## config.mk

```make
export PLATFORM = sky130hd
export DESIGN_NAME = nmea_sentence_checker_top
export DESIGN_NICKNAME = d
export VERILOG_FILES = /design/src/hdl/nsc_pkg.sv /design/src/hdl/nmea_sentence_checker_top.sv /design/src/hdl/nsc_line_state.sv
export SDC_FILE = /design/constraint.sdc
export NUM_CORES = 1
export LEC_CHECK = 0
export ABC_AREA = 1
export ABC_CLOCK_PERIOD_IN_PS = 2350
export BUFFER_PORTS_ARGS = -buffer_cell sky130_fd_sc_hd__buf_2
export CAP_MARGIN = 20
export CORE_MARGIN = 2
export CORE_UTILIZATION = 45
export CTS_CLUSTER_SIZE = 10
export DETAILED_ROUTE_END_ITERATION = 8
export HOLD_SLACK_MARGIN = 0.1
export SLEW_MARGIN = 20
export SYNTH_ARGS = -nofsm -noshare
export SYNTH_HDL_FRONTEND = slang
export SYNTH_SLANG_ARGS = --single-unit
```

## constraint.sdc

```tcl
create_clock -name i_clk -period 2.35 [get_ports i_clk]
set_input_delay 0.47 -clock i_clk [delete_from_list [all_inputs] [get_ports i_clk]]
set_output_delay 0.47 -clock i_clk [all_outputs]
set_load 0.01 [all_outputs]
```

## src/hdl/nsc_pkg.sv

```systemverilog
// Shared types, character codes and helpers for the sentence checker.
// No dependencies; used by nsc_line_state and nmea_sentence_checker_top.
package nsc_pkg;

    // Longest accepted line in bytes, newline included
    localparam logic [6:0] MAX_LINE = 7'd81;
    localparam logic [6:0] LEN_SAT  = 7'd127;

    // Character codes
    localparam logic [7:0] CH_NEWLINE = 8'h0A;
    localparam logic [7:0] CH_DOLLAR  = 8'h24;
    localparam logic [7:0] CH_STAR    = 8'h2A;
    localparam logic [7:0] CH_NUL     = 8'h00;

    // Sentence headers as they sit in the six-byte window
    localparam logic [47:0] HDR_GGA = 48'h244750474741;
    localparam logic [47:0] HDR_GSA = 48'h244750475341;
    localparam logic [47:0] HDR_RMC = 48'h244750524D43;
    localparam logic [47:0] HDR_GSV = 48'h244750475356;

    // Bit positions in the sticky header flags
    localparam int FLG_GGA = 0;
    localparam int FLG_GSA = 1;
    localparam int FLG_RMC = 2;
    localparam int FLG_GSV = 3;

    // One line report
    typedef struct packed {
        logic       checksum_ok;
        logic [7:0] computed_sum;
        logic [7:0] stated_sum;
        logic       found_gga;
        logic       found_gsa;
        logic       found_rmc;
        logic       found_gsv;
        logic       too_long;
    } t_result;

    // Hex digit decode: bit 4 set means not a hex digit, else bits 3:0 hold the value
    function automatic logic [4:0] hex_digit(input logic [7:0] b);
        logic [4:0] d;
        d = 5'h10;
        if (b inside {[8'h30:8'h39]}) begin
            d = {1'b0, 4'(b - 8'h30)};
        end else if (b inside {[8'h41:8'h46]}) begin
            d = {1'b0, 4'(b - 8'h37)};
        end else if (b inside {[8'h61:8'h66]}) begin
            d = {1'b0, 4'(b - 8'h57)};
        end
        return d;
    endfunction

endpackage

```

## src/hdl/nmea_sentence_checker_top.sv

```systemverilog
// Top level of the sentence checker: input byte register, line state,
// result register. Depends on nsc_pkg and nsc_line_state.
//
// Usage:
//   Input channel: i_valid / o_ready carry one received byte on
//   i_byte_value per transaction. A newline (0x0A) ends a line.
//   Output channel: o_valid / i_ready carry one line report per newline:
//   checksum_ok, computed_sum, stated_sum, the four header flags and
//   too_long. Other bytes produce no report.
//   Throughput: one byte per cycle, sustained, as long as reports are taken.
//   Report path: an accepted newline sits in the input register, and when
//   it is consumed the line logic loads its report into the result
//   register, which offers it on o_valid.
//   Reset (synchronous, active low) empties both registers and clears the
//   line state, as if a line had just ended.
//   Receiver stall: the report waits in the result register; ordinary
//   bytes keep flowing, and a newline waits in the input register until
//   the result register is taken, with o_ready held low meanwhile.
module nmea_sentence_checker_top (
    input  logic       i_clk,
    input  logic       i_rst_n,
    input  logic       i_valid,
    output logic       o_ready,
    input  logic [7:0] i_byte_value,
    output logic       o_valid,
    input  logic       i_ready,
    output logic       o_checksum_ok,
    output logic [7:0] o_computed_sum,
    output logic [7:0] o_stated_sum,
    output logic       o_found_gga,
    output logic       o_found_gsa,
    output logic       o_found_rmc,
    output logic       o_found_gsv,
    output logic       o_too_long
);

    logic             r_in_valid;
    logic [7:0]       r_in_byte;
    logic             r_out_valid;
    nsc_pkg::t_result r_out;
    nsc_pkg::t_result w_result;
    logic             w_is_nl;
    logic             w_consume;

    // Byte in the input register is consumed unless it needs a blocked result slot
    assign w_is_nl   = (r_in_byte == nsc_pkg::CH_NEWLINE);
    assign w_consume = r_in_valid && (!w_is_nl || !r_out_valid || i_ready);
    assign o_ready   = !r_in_valid || w_consume;

    // Input register
    always_ff @(posedge i_clk) begin
        if (!i_rst_n) begin
            r_in_valid <= 1'b0;
        end else if (o_ready) begin
            r_in_valid <= i_valid;
        end
    end

    always_ff @(posedge i_clk) begin
        if (i_valid && o_ready) begin
            r_in_byte <= i_byte_value;
        end
    end

    nsc_line_state u_line (
        .i_clk    (i_clk),
        .i_rst_n  (i_rst_n),
        .i_step   (w_consume),
        .i_byte   (r_in_byte),
        .o_result (w_result)
    );

    // Result register
    always_ff @(posedge i_clk) begin
        if (!i_rst_n) begin
            r_out_valid <= 1'b0;
        end else if (w_consume && w_is_nl) begin
            r_out_valid <= 1'b1;
        end else if (i_ready) begin
            r_out_valid <= 1'b0;
        end
    end

    always_ff @(posedge i_clk) begin
        if (w_consume && w_is_nl) begin
            r_out <= w_result;
        end
    end

    assign o_valid        = r_out_valid;
    assign o_checksum_ok  = r_out.checksum_ok;
    assign o_computed_sum = r_out.computed_sum;
    assign o_stated_sum   = r_out.stated_sum;
    assign o_found_gga    = r_out.found_gga;
    assign o_found_gsa    = r_out.found_gsa;
    assign o_found_rmc    = r_out.found_rmc;
    assign o_found_gsv    = r_out.found_gsv;
    assign o_too_long     = r_out.too_long;

    // Header flags are only reported on a passing line
    a_flags_need_ok: assert property (@(posedge i_clk) disable iff (!i_rst_n)
        r_out_valid && (r_out.found_gga || r_out.found_gsa || r_out.found_rmc ||
                        r_out.found_gsv) |-> r_out.checksum_ok)
        else $error("header flag reported on failed line");

    // An over-long line never passes
    a_long_fails: assert property (@(posedge i_clk) disable iff (!i_rst_n)
        r_out_valid && r_out.too_long |-> !r_out.checksum_ok)
        else $error("over-long line reported as passing");

    // A newline is never consumed while an untaken report would be overwritten
    a_no_overwrite: assert property (@(posedge i_clk) disable iff (!i_rst_n)
        w_consume && w_is_nl && r_out_valid |-> i_ready)
        else $error("result register overwritten before transfer");

endmodule

```

## src/hdl/nsc_line_state.sv

```systemverilog
// Per-line state of the sentence checker: running XOR, stated hex sum,
// header window, sticky flags, length. Depends on nsc_pkg.
module nsc_line_state (
    input  logic              i_clk,
    input  logic              i_rst_n,
    input  logic              i_step,
    input  logic [7:0]        i_byte,
    output nsc_pkg::t_result  o_result
);

    localparam logic [1:0] PH_BODY = 2'd0;
    localparam logic [1:0] PH_HEX  = 2'd1;
    localparam logic [1:0] PH_DONE = 2'd2;

    logic [1:0]  r_phase,  n_phase;
    logic [7:0]  r_xor,    n_xor;
    logic [7:0]  r_hex,    n_hex;
    logic        r_ovf,    n_ovf;
    logic [47:0] r_window, n_window;
    logic [3:0]  r_seen,   n_seen;
    logic [6:0]  r_len,    n_len;
    logic        r_bad,    n_bad;

    logic        w_newline;
    logic        w_long;
    logic        w_ok;
    logic [4:0]  w_digit;

    assign w_newline = (i_byte == nsc_pkg::CH_NEWLINE);
    assign w_digit   = nsc_pkg::hex_digit(i_byte);

    // Line report, meaningful when the byte is a newline
    always_comb begin
        w_long = (r_len >= nsc_pkg::MAX_LINE);
        w_ok   = (r_phase != PH_BODY) && !r_bad && !r_ovf && !w_long && (r_hex == r_xor);
        o_result.checksum_ok  = w_ok;
        o_result.computed_sum = r_xor;
        o_result.stated_sum   = r_hex;
        o_result.found_gga    = w_ok && r_seen[nsc_pkg::FLG_GGA];
        o_result.found_gsa    = w_ok && r_seen[nsc_pkg::FLG_GSA];
        o_result.found_rmc    = w_ok && r_seen[nsc_pkg::FLG_RMC];
        o_result.found_gsv    = w_ok && r_seen[nsc_pkg::FLG_GSV];
        o_result.too_long     = w_long;
    end

    // Next line state for one byte
    always_comb begin
        n_phase  = r_phase;
        n_xor    = r_xor;
        n_hex    = r_hex;
        n_ovf    = r_ovf;
        n_window = r_window;
        n_seen   = r_seen;
        n_len    = r_len;
        n_bad    = r_bad;
        if (w_newline) begin
            // newline closes the line: start clean
            n_phase  = PH_BODY;
            n_xor    = '0;
            n_hex    = '0;
            n_ovf    = 1'b0;
            n_window = '0;
            n_seen   = '0;
            n_len    = '0;
            n_bad    = 1'b0;
        end else begin
            if (r_len != nsc_pkg::LEN_SAT) begin
                n_len = r_len + 7'd1;
            end
            if (i_byte == nsc_pkg::CH_NUL) begin
                n_bad = 1'b1;
            end
            // header detect on the shifted window
            n_window = {r_window[39:0], i_byte};
            if (n_window == nsc_pkg::HDR_GGA) n_seen[nsc_pkg::FLG_GGA] = 1'b1;
            if (n_window == nsc_pkg::HDR_GSA) n_seen[nsc_pkg::FLG_GSA] = 1'b1;
            if (n_window == nsc_pkg::HDR_RMC) n_seen[nsc_pkg::FLG_RMC] = 1'b1;
            if (n_window == nsc_pkg::HDR_GSV) n_seen[nsc_pkg::FLG_GSV] = 1'b1;
            // checksum body, then stated hex digits
            case (r_phase)
                PH_BODY: begin
                    if (i_byte == nsc_pkg::CH_STAR) begin
                        n_phase = PH_HEX;
                    end else if (i_byte != nsc_pkg::CH_DOLLAR) begin
                        n_xor = r_xor ^ i_byte;
                    end
                end
                PH_HEX: begin
                    if (!w_digit[4]) begin
                        if (r_hex[7:4] != 4'd0) n_ovf = 1'b1;
                        n_hex = {r_hex[3:0], w_digit[3:0]};
                    end else begin
                        n_phase = PH_DONE;
                    end
                end
                default: begin
                    n_phase = r_phase;
                end
            endcase
        end
    end

    always_ff @(posedge i_clk) begin
        if (!i_rst_n) begin
            r_phase  <= PH_BODY;
            r_xor    <= '0;
            r_hex    <= '0;
            r_ovf    <= 1'b0;
            r_window <= '0;
            r_seen   <= '0;
            r_len    <= '0;
            r_bad    <= 1'b0;
        end else if (i_step) begin
            r_phase  <= n_phase;
            r_xor    <= n_xor;
            r_hex    <= n_hex;
            r_ovf    <= n_ovf;
            r_window <= n_window;
            r_seen   <= n_seen;
            r_len    <= n_len;
            r_bad    <= n_bad;
        end
    end

    // A consumed newline leaves a fresh line behind
    a_newline_clears: assert property (@(posedge i_clk) disable iff (!i_rst_n)
        i_step && w_newline |=> (r_len == 7'd0) && (r_phase == PH_BODY) && (r_seen == 4'd0))
        else $error("line state not cleared after newline");

    // Stated sum only collects digits after the star
    a_hex_needs_star: assert property (@(posedge i_clk) disable iff (!i_rst_n)
        (r_hex != 8'd0) |-> (r_phase != PH_BODY))
        else $error("hex value set while still in body");

    // Overflow only arises once digits are being read
    a_ovf_needs_star: assert property (@(posedge i_clk) disable iff (!i_rst_n)
        r_ovf |-> (r_phase != PH_BODY))
        else $error("hex overflow set while still in body");

endmodule
```

Word level (Yosys, flattened, before mapping). Cells that the tools add are included.

Register bits after elaboration: 103.

Order comparisons: 7. Bitwise operators: 1. $add $sub $neg: 4. Muxes and demuxes: 30. Eq/ne operators: 14. Reductions and logical operators: 49.

Operator list (number): $eq 48x46->1 const B (4); $mux 8 (7); $mux 40 (1); $reduce_bool 2->1 (12); $ge 8x7->1 const B (2); $le 8x7->1 const B (2); $mux 5 (3); $logic_and 1x1->1 (14); $mux 7 (2); $mux 1 (12); $reduce_and 2->1 (6); $reduce_and 4->1 (3); $eq 8x4->1 const B (1); $eq 8x6->1 const B (1); $eq 8x8->1 (1); $ge 8x6->1 const B (1); $le 8x6->1 const B (1); $logic_not 8->1 (1); $ne 8x6->1 const B (1); $sub 4x3->4 const B (2); $xor 8x8->8 (1); $add 7x1->7 const B (1); $ge 7x7->1 const B (1); $ne 7x7->1 const B (1); other kinds (13) (24).

Longest topological paths before layout. Gate-level depths: netlist (run 1).

Word-level depth: 8. Mapped depth: 13. Depth with buffers taken out: 13.

By module. From an unflattened synthesis (run 1), not the netlist that was laid out.

Cell total of the unflattened synthesis: 554. Area total of the unflattened synthesis: 4715.8 um^2.

By module, submodules not included: nsc_line_state (instances 1, sequential area each 1421.4 um^2, cells an instance 501, area each 3658.5 um^2); nmea_sentence_checker_top (instances 1, sequential area each 940.9 um^2, cells an instance 53, area each 1057.3 um^2).

Worst setup path after synthesis (run 1). No wires, ideal clock.

Kind: reg-to-reg. Start point: reg r_in_byte[0]. End point: reg r_out (netlist bit o_checksum_ok) (enable). Buffers on the path: 0. Slack: 252 ps. Required time: 1973 ps. Cell stages (with the launch flop): 10. Arrival: 1721 ps. Cells stage by stage: edfxtp_1 > inv_1 > ha_1 > nand2_1 > nor2_1 > nand4_1 > nand2_1 > inv_2 > nand2_1 > inv_1.

Cells in the longest elaborated chain, start to end: 6.

Ends and longest elaborated chain: start, declared (line nmea_sentence_checker_top.sv:38) `logic [7:0] r_in_byte;`; start signal, assigned (line nmea_sentence_checker_top.sv:61) `r_in_byte <= i_byte_value;`; $eq 8x4->1 * (line nmea_sentence_checker_top.sv:46) `assign w_is_nl = (r_in_byte == nsc_pkg::CH_NEWLINE);`; $logic_not 1->1 (line nmea_sentence_checker_top.sv:47) `assign w_consume = r_in_valid && (!w_is_nl || !r_out_valid || i_ready);`; $logic_or 1x1->1 (2 in a row) (line nmea_sentence_checker_top.sv:47); $logic_and 1x1->1 (line nmea_sentence_checker_top.sv:47); $logic_and 1x1->1 * (line nmea_sentence_checker_top.sv:85) `if (w_consume && w_is_nl) begin`; end signal, assigned (line nmea_sentence_checker_top.sv:86) `r_out <= w_result;`; end, declared (line nmea_sentence_checker_top.sv:40) `nsc_pkg::t_result r_out;`.

Every way passes the cells marked *; elsewhere a longest branch is shown, timed or not. A chain may end at the register's enable or synchronous reset.

Final worst setup path (run 1).
Start point: reg r_in_byte[5]. End point: out o_ready.

Cells in the longest elaborated chain, start to end: 6.

Ends and longest elaborated chain: $eq 8x4->1 (line nmea_sentence_checker_top.sv:46); $logic_not 1->1 (line nmea_sentence_checker_top.sv:47); $logic_or 1x1->1 (2 in a row) (line nmea_sentence_checker_top.sv:47); $logic_and 1x1->1 (line nmea_sentence_checker_top.sv:47); $logic_or 1x1->1 (line nmea_sentence_checker_top.sv:48) `assign o_ready = !r_in_valid || w_consume;`; end, declared (line nmea_sentence_checker_top.sv:23) `output logic o_ready,`.

Every way passes these cells.

==> flow_summary.yaml, run 1 <==
global_routing:
  groute.usage.overall: 0.192
  number_of_global_route_vias_before_repair: 3472
  grt-ovfl-total: 0
  maximum_number_of_pins_on_one_net_before_global_route_repair: 47
  antenna_found_initial: 0
  grt_first_pass_wirelength_um: 16800
synth:
  yosys.cell_types.count: 29
  synth-seq-area-share: 0.520
  synth.yosys.warnings: 0
  post-synth-top-area-fraction: 0.322
  synth-edff-count: 30
  postSynthNetCount: 586
  leading_area_contributor_after_synthesis: "sky130_fd_sc_hd__dfxtp_1"
  avgSynthCellArea_um2: 8.01
  post_synth_main_area_contributors: "sky130_fd_sc_hd__dfxtp_1 (32%), sky130_fd_sc_hd__edfxtp_1 (20%), sky130_fd_sc_hd__nand2_1 (12%)"
  synth_area_um2: 4540
  synth-main-ff-cell: "sky130_fd_sc_hd__dfxtp_1"
  async_set_reset_flop_share_out_of_synthesis: 0
  synth_seq_cells: 103
  synthCells: 567
floorplan:
  rows: 36
  design.core.area_um2: 9770
  initial_utilization: 0.465
  die_span_in_x_um: 104
  die-area_um2: 10900
  pin_count: 36
  die_height_um: 104
timing:
  grt_setup_unrepaired: "false"
  final_report_hold_violation_count: 0
  transition_time_at_the_pin_with_the_least_slew_margin_ns: 0.465
  skew_ns: 0.0113
  setup_violations: 0
  drv_slew: 0
  min_period_ns: 2.21
  fmax_mhz: 453
  slew_headroom: 0.690
  post-route-period-util: 0.940
  final.setup.tns_ns: 0
worst_setup_path:
  timing.critical_path.slowest_cell_delay_ns: 0.54
  crit_fanout: 6
  cp_slowest_cell: "sky130_fd_sc_hd__edfxtp_1"
  cp-end-kind: "output pin"
  cpLargestDelayFamily: "simple AND/OR/NAND/NOR gates"
  crit_chain: "nor2_2 > nand2_2 > nor2_8 > nand3_1 > buf_2"
  crit_required_ns: 1.88
  timing.reg2reg.setup_slack_ns: 0.32
  crit_type: "reg -> out"
  cp_num_buf_inv: 1
  worst_ep_arrival_time_ns: 1.74
  critPathLaunchType: "register"
pwr:
  power_leakage_nw: 1.94
  vdd.ir_drop.worst_mv: 0.261
  power_density_nw_per_um2: 624
  total_power_mw: 3.16
detailed_routing:
  drt_drc_violations_left: 0
  antenna_left: 0
  vias: 3800
  avgViaCountPerCell: 5.10
  routed_wl_um: 10200
  wl_per_cell_um: 13.7
  detailedRoute.firstIterationViolations: 223
  drtPass1Iterations: 4
placement:
  dp_cells: 729
  routabilityCongestion: 0.860
  port_buffers: 35
  postPlaceCellArea_um2: 4890
  detailedPlacementHpwl_um: 7230
status:
  run_status: "completed"
worst_hold_path:
  hold_class: "in -> reg"
cells_and_area:
  diodes: 0
  finalCoreUtilization: 0.518
  finalNetCount: 626
  final_layout_size_suffix_gt1_frac: 0.136
  area.growth.synth_to_final_pct: 11.5
  design_area_um2: 5060
  layoutNonFillerInstCount: 745
clock_network:
  cts_tree: "built"
  ctsRootBufferMaster: "sky130_fd_sc_hd__clkbuf_8"
  ctsResizeCount: 0
  cts.path.max_buffers: 2
  cts-htree-levels: 3
  worst_setup_hold_path_clk_slew_ns: 0.10
  cts_hold_buf: 0
  post_cts_buffers: 0
  cts_buffers: 9
  clock_insertion_delay_worst_skew_ns: 0.37
  clock-sinks: 103
job:
  max-cap-violations: 0
report_power, final:
group	total (mW)	switching, mW	leakage, nW	internal (mW)
Sequential	1.91	0.0479	0.879	1.86
Combinational	0.233	0.150	0.982	0.0832
Clock	1.02	0.633	0.0781	0.391
worst paths after layout:
kind                                      start               end  depth (start not counted)
worst max-delay path               r_in_byte[5]           o_ready                          5
worst min-delay path            i_byte_value[7]      r_in_byte[7]                          1
worst max register to register     r_in_byte[0]  u_line.r_seen[3]                         10
worst min register to register     u_line.r_bad      u_line.r_bad                          2
flip-flops by register name, indices dropped and copies added, names as in the netlist:
name / cells
o_checksum_ok: 1
o_computed_sum: 8
o_found_gga: 1
o_found_gsa: 1
o_found_gsv: 1
o_found_rmc: 1
o_stated_sum: 8
o_too_long: 1
o_valid: 1
r_in_byte: 8
r_in_valid: 1
u_line.r_bad: 1
u_line.r_hex: 8
u_line.r_len: 7
u_line.r_ovf: 1
u_line.r_phase: 2
u_line.r_seen: 4
u_line.r_window: 40
u_line.r_xor: 8
synth_stat cells (2+ instances only):
cell and number:
sky130_fd_sc_hd__a21oi_1 71, sky130_fd_sc_hd__nor3_1 12, sky130_fd_sc_hd__o21ai_0 12, sky130_fd_sc_hd__o22ai_1 2, sky130_fd_sc_hd__buf_4 2, sky130_fd_sc_hd__dfxtp_1 73, sky130_fd_sc_hd__buf_2 8, sky130_fd_sc_hd__or2_2 2
sky130_fd_sc_hd__clkbuf_1 6, sky130_fd_sc_hd__nand3_2 4, sky130_fd_sc_hd__nor2_4 2, sky130_fd_sc_hd__nand3_1 21, sky130_fd_sc_hd__nand4_1 16, sky130_fd_sc_hd__nand2_1 151, sky130_fd_sc_hd__inv_1 52, sky130_fd_sc_hd__nand2_2 6
sky130_fd_sc_hd__xor2_1 3, sky130_fd_sc_hd__nand3b_1 5, sky130_fd_sc_hd__inv_2 5, sky130_fd_sc_hd__ha_1 7, sky130_fd_sc_hd__nor2_1 62, sky130_fd_sc_hd__xnor2_1 7, sky130_fd_sc_hd__edfxtp_1 30, sky130_fd_sc_hd__nor2_2 3
cell type report:
class,count,area [um^2]
clock inverter,6,46.3
multi-input combinational,390,1880
fill,967,4710
sequential,103,2360
tap,133,166
inverter,57,214
timing repair buffer,46,270
clock buffer,10,128
through the flow:
stage | setup slack [ns] | hold WS [ns]
finish | 0.141 | 0.265
global route | 0.0450 | 0.255
CTS | 0.140 | 0.260
detailed placement | 0.334 | 0.448
global placement | 0.389 | 0.444
floorplan | 0.252 | 0.425
logic make-up (layout without fill, tap and decap cells):
logic type / after synthesis / count (layout) / share of synthesized area
AO/OA/AOI/OAI: 87 / 87 / 0.0972
XOR/XNOR: 10 / 10 / 0.0193
adder cells (fa/ha/maj): 7 / 7 / 0.0193
buffers and inverters: 74 / 119 / 0.0666
flip-flops: 103 / 103 / 0.520
AND/OR/NAND/NOR: 286 / 286 / 0.278
metal layers:
metal / global-route usage / routed length [um]
met3: 0.0376 / 504
met5: 0 / 0
met4: 0.0782 / 206
met1: 0.271 / 5070
met2: 0.288 / 4430
cells in the final DEF, fill, tap and decap left out, types with 2 or more instances in the layout:
cell type,count
sky130_fd_sc_hd__a21oi_1,71
sky130_fd_sc_hd__buf_2,35
sky130_fd_sc_hd__buf_4,10
sky130_fd_sc_hd__clkbuf_8,9
sky130_fd_sc_hd__clkinvlp_4,3
sky130_fd_sc_hd__dfxtp_1,73
sky130_fd_sc_hd__edfxtp_1,30
sky130_fd_sc_hd__ha_1,7
sky130_fd_sc_hd__inv_1,52
sky130_fd_sc_hd__inv_2,5
sky130_fd_sc_hd__nand2_1,151
sky130_fd_sc_hd__nand2_2,6
sky130_fd_sc_hd__nand3_1,21
sky130_fd_sc_hd__nand3_2,4
sky130_fd_sc_hd__nand3b_1,5
sky130_fd_sc_hd__nand4_1,16
sky130_fd_sc_hd__nor2_1,62
sky130_fd_sc_hd__nor2_2,3
sky130_fd_sc_hd__nor2_4,2
sky130_fd_sc_hd__nor3_1,12
sky130_fd_sc_hd__o21ai_0,12
sky130_fd_sc_hd__o22ai_1,2
sky130_fd_sc_hd__or2_2,2
sky130_fd_sc_hd__xnor2_1,7
sky130_fd_sc_hd__xor2_1,3
(Power assumes the default switching activity.)
==> run 2, diff against run 1 <==
CELL_PAD_IN_SITES_DETAIL_PLACEMENT = 1   (was not set)
CELL_PAD_IN_SITES_GLOBAL_PLACEMENT = 1   (was not set)
CORE_UTILIZATION = 44   (was 45)
PLACE_DENSITY_LB_ADDON = 0.1   (was not set)
==> flow_summary.yaml, run 2 (synthesis gave the netlist of run 1 again) <==
pwr:
  total_power_mw: 3.38
  power_leakage_nw: 1.97
  vdd.ir_drop.worst_mv: 0.272
  power_density_nw_per_um2: 659
clock_network:
  clock_insertion_delay_worst_skew_ns: 0.37
  cts_buffers: 9
  cts_tree: "built"
  cts-htree-levels: 3
  cts.path.max_buffers: 2
  ctsRootBufferMaster: "sky130_fd_sc_hd__clkbuf_8"
  worst_setup_hold_path_clk_slew_ns: 0.09
  clock-sinks: 103
  ctsResizeCount: 0
  cts_hold_buf: 0
placement:
  detailedPlacementHpwl_um: 8250
  routabilityCongestion: 0.875
  port_buffers: 35
floorplan:
  die_height_um: 106
  design.core.area_um2: 10200
  initial_utilization: 0.446
  pin_count: 36
  die_span_in_x_um: 106
  rows: 37
  die-area_um2: 11200
detailed_routing:
  routed_wl_um: 11500
  wl_per_cell_um: 15.4
  top_layer_used: "met4"
  met2_wirelength_um: 5320
  antenna_left: 0
  detailedRoute.firstIterationViolations: 164
  avgViaCountPerCell: 5.05
  drt_drc_violations_left: 0
  vias: 3781
  drtPass1Iterations: 5
  wl_met3_um: 330
  met1Wirelength_um: 5760
global_routing:
  grt-ovfl-total: 0
  number_of_global_route_vias_before_repair: 3831
  grt_first_pass_wirelength_um: 19000
  antenna_found_initial: 0
  maximum_number_of_pins_on_one_net_before_global_route_repair: 47
  groute.usage.overall: 0.216
worst_hold_path:
  hold_path_depth: 1
  hold_path_startpoint: "i_byte_value[6]"
  hold_class: "in -> reg"
  worst_hold_endpoint: "r_in_byte[6]"
worst_setup_path:
  crit_required_ns: 1.88
  worst_r2r_path_depth: 10
  crit_type: "reg -> out"
  timing.reg2reg.setup_slack_ns: 0.26
  worst_flop_to_flop_path_endpoint: "u_line.r_seen[1]"
  worst_ep_arrival_time_ns: 1.68
  reg2reg_from: "r_in_byte[0]"
  critPathLaunchType: "register"
  cp-end-kind: "output pin"
  crit_fanout: 4
status:
  run_status: "completed"
timing:
  transition_time_at_the_pin_with_the_least_slew_margin_ns: 0.778
  slew_headroom: 0.480
  skew_ns: 0.00839
  grt_setup_unrepaired: "false"
  final_report_hold_violation_count: 0
  setup_violations: 0
  min_period_ns: 2.15
  final.setup.tns_ns: 0
  drv_slew: 0
  fmax_mhz: 465
  post-route-period-util: 0.916
cells_and_area:
  mostFrequentLayoutCells: "sky130_fd_sc_hd__nand2_1 (151), sky130_fd_sc_hd__dfxtp_1 (73), sky130_fd_sc_hd__a21oi_1 (71), sky130_fd_sc_hd__nor2_1 (62), sky130_fd_sc_hd__inv_1 (52)"
  final_layout_size_suffix_gt1_frac: 0.137
  diodes: 0
  finalNetCount: 626
  area.growth.synth_to_final_pct: 12.9
  mostFrequentLayoutCell: "sky130_fd_sc_hd__nand2_1"
  largest_register_ffs: 40
  registers.top_by_ff_count: "u_line.r_window"
job:
  max-cap-violations: 0
## run 2: cell types whose count changed in the layout (fill, tap and decap cells not counted), sizes merged
cell / change
bufinv: +2
clkinvlp: -2
## run 2: layout make-up
class                           instances  area (um^2)
Multi-Input combinational cell        390         1880
Tap cell                              136          170
Clock inverter                          6         93.8
Fill cell                            1277         5060
Sequential cell                       103         2360
Timing Repair Buffer                   46          283
Clock buffer                           10          128
Inverter                               57          214
## run 2: timing repair
item	CTS	global route
setup endpoints to repair	1	1
pin swaps	1	1
buffers inserted	1	2
## run 2: metal layers
metal,up-vias,track usage
li1,1923,-
met1,1800,0.312
met2,52,0.333
met3,6,0.0334
met4,0,0.0695
met5,-,0
## run 2: worst max path at each step
stage | startpoint | endpoint | cells after the start | slack, ns
2_1_floorplan | r_in_byte[0] | o_checksum_ok | 9 | 0.25
3_3_place_gp | r_in_byte[4] | u_line.r_hex[3] | 8 | 0.38
3_5_place_dp | r_in_byte[0] | u_line.r_seen[1] | 10 | 0.26
4_1_cts | r_in_byte[5] | o_ready | 5 | 0.002
5_1_grt | r_in_byte[0] | u_line.r_seen[3] | 10 | 0.05
6_report | r_in_byte[0] | o_ready | 6 | 0.20
## run 2: through the flow
step | util | setup WS, ns | instances | instance area, um^2 | hold WS, ns
after floorplan | - | 0.252 | 567 | 4540 | 0.425
after global placement | 0.480 | 0.383 | 729 | 4880 | 0.447
after detailed placement | 0.480 | 0.263 | 729 | 4880 | 0.459
after CTS | 0.502 | 0.00194 | 746 | 5110 | 0.252
after global routing | 0.504 | 0.0548 | 748 | 5130 | 0.258
final | 0.504 | 0.198 | 748 | 5130 | 0.267
## run 2: report_power, final
group | switching (mW) | internal (mW)
sequential | 0.0455 | 1.86
clock | 0.621 | 0.608
combinational | 0.163 | 0.0841
total | 0.829 | 2.55
## run 2: worst max-delay path, cell delays in order (launching register included)
cell and delay, ns:
sky130_fd_sc_hd__edfxtp_1 0.39, sky130_fd_sc_hd__inv_1 0.09, sky130_fd_sc_hd__ha_1 0.24, sky130_fd_sc_hd__nand3_2 0.15, sky130_fd_sc_hd__nor2_8 0.16, sky130_fd_sc_hd__nand3_1 0.12, sky130_fd_sc_hd__buf_2 0.17
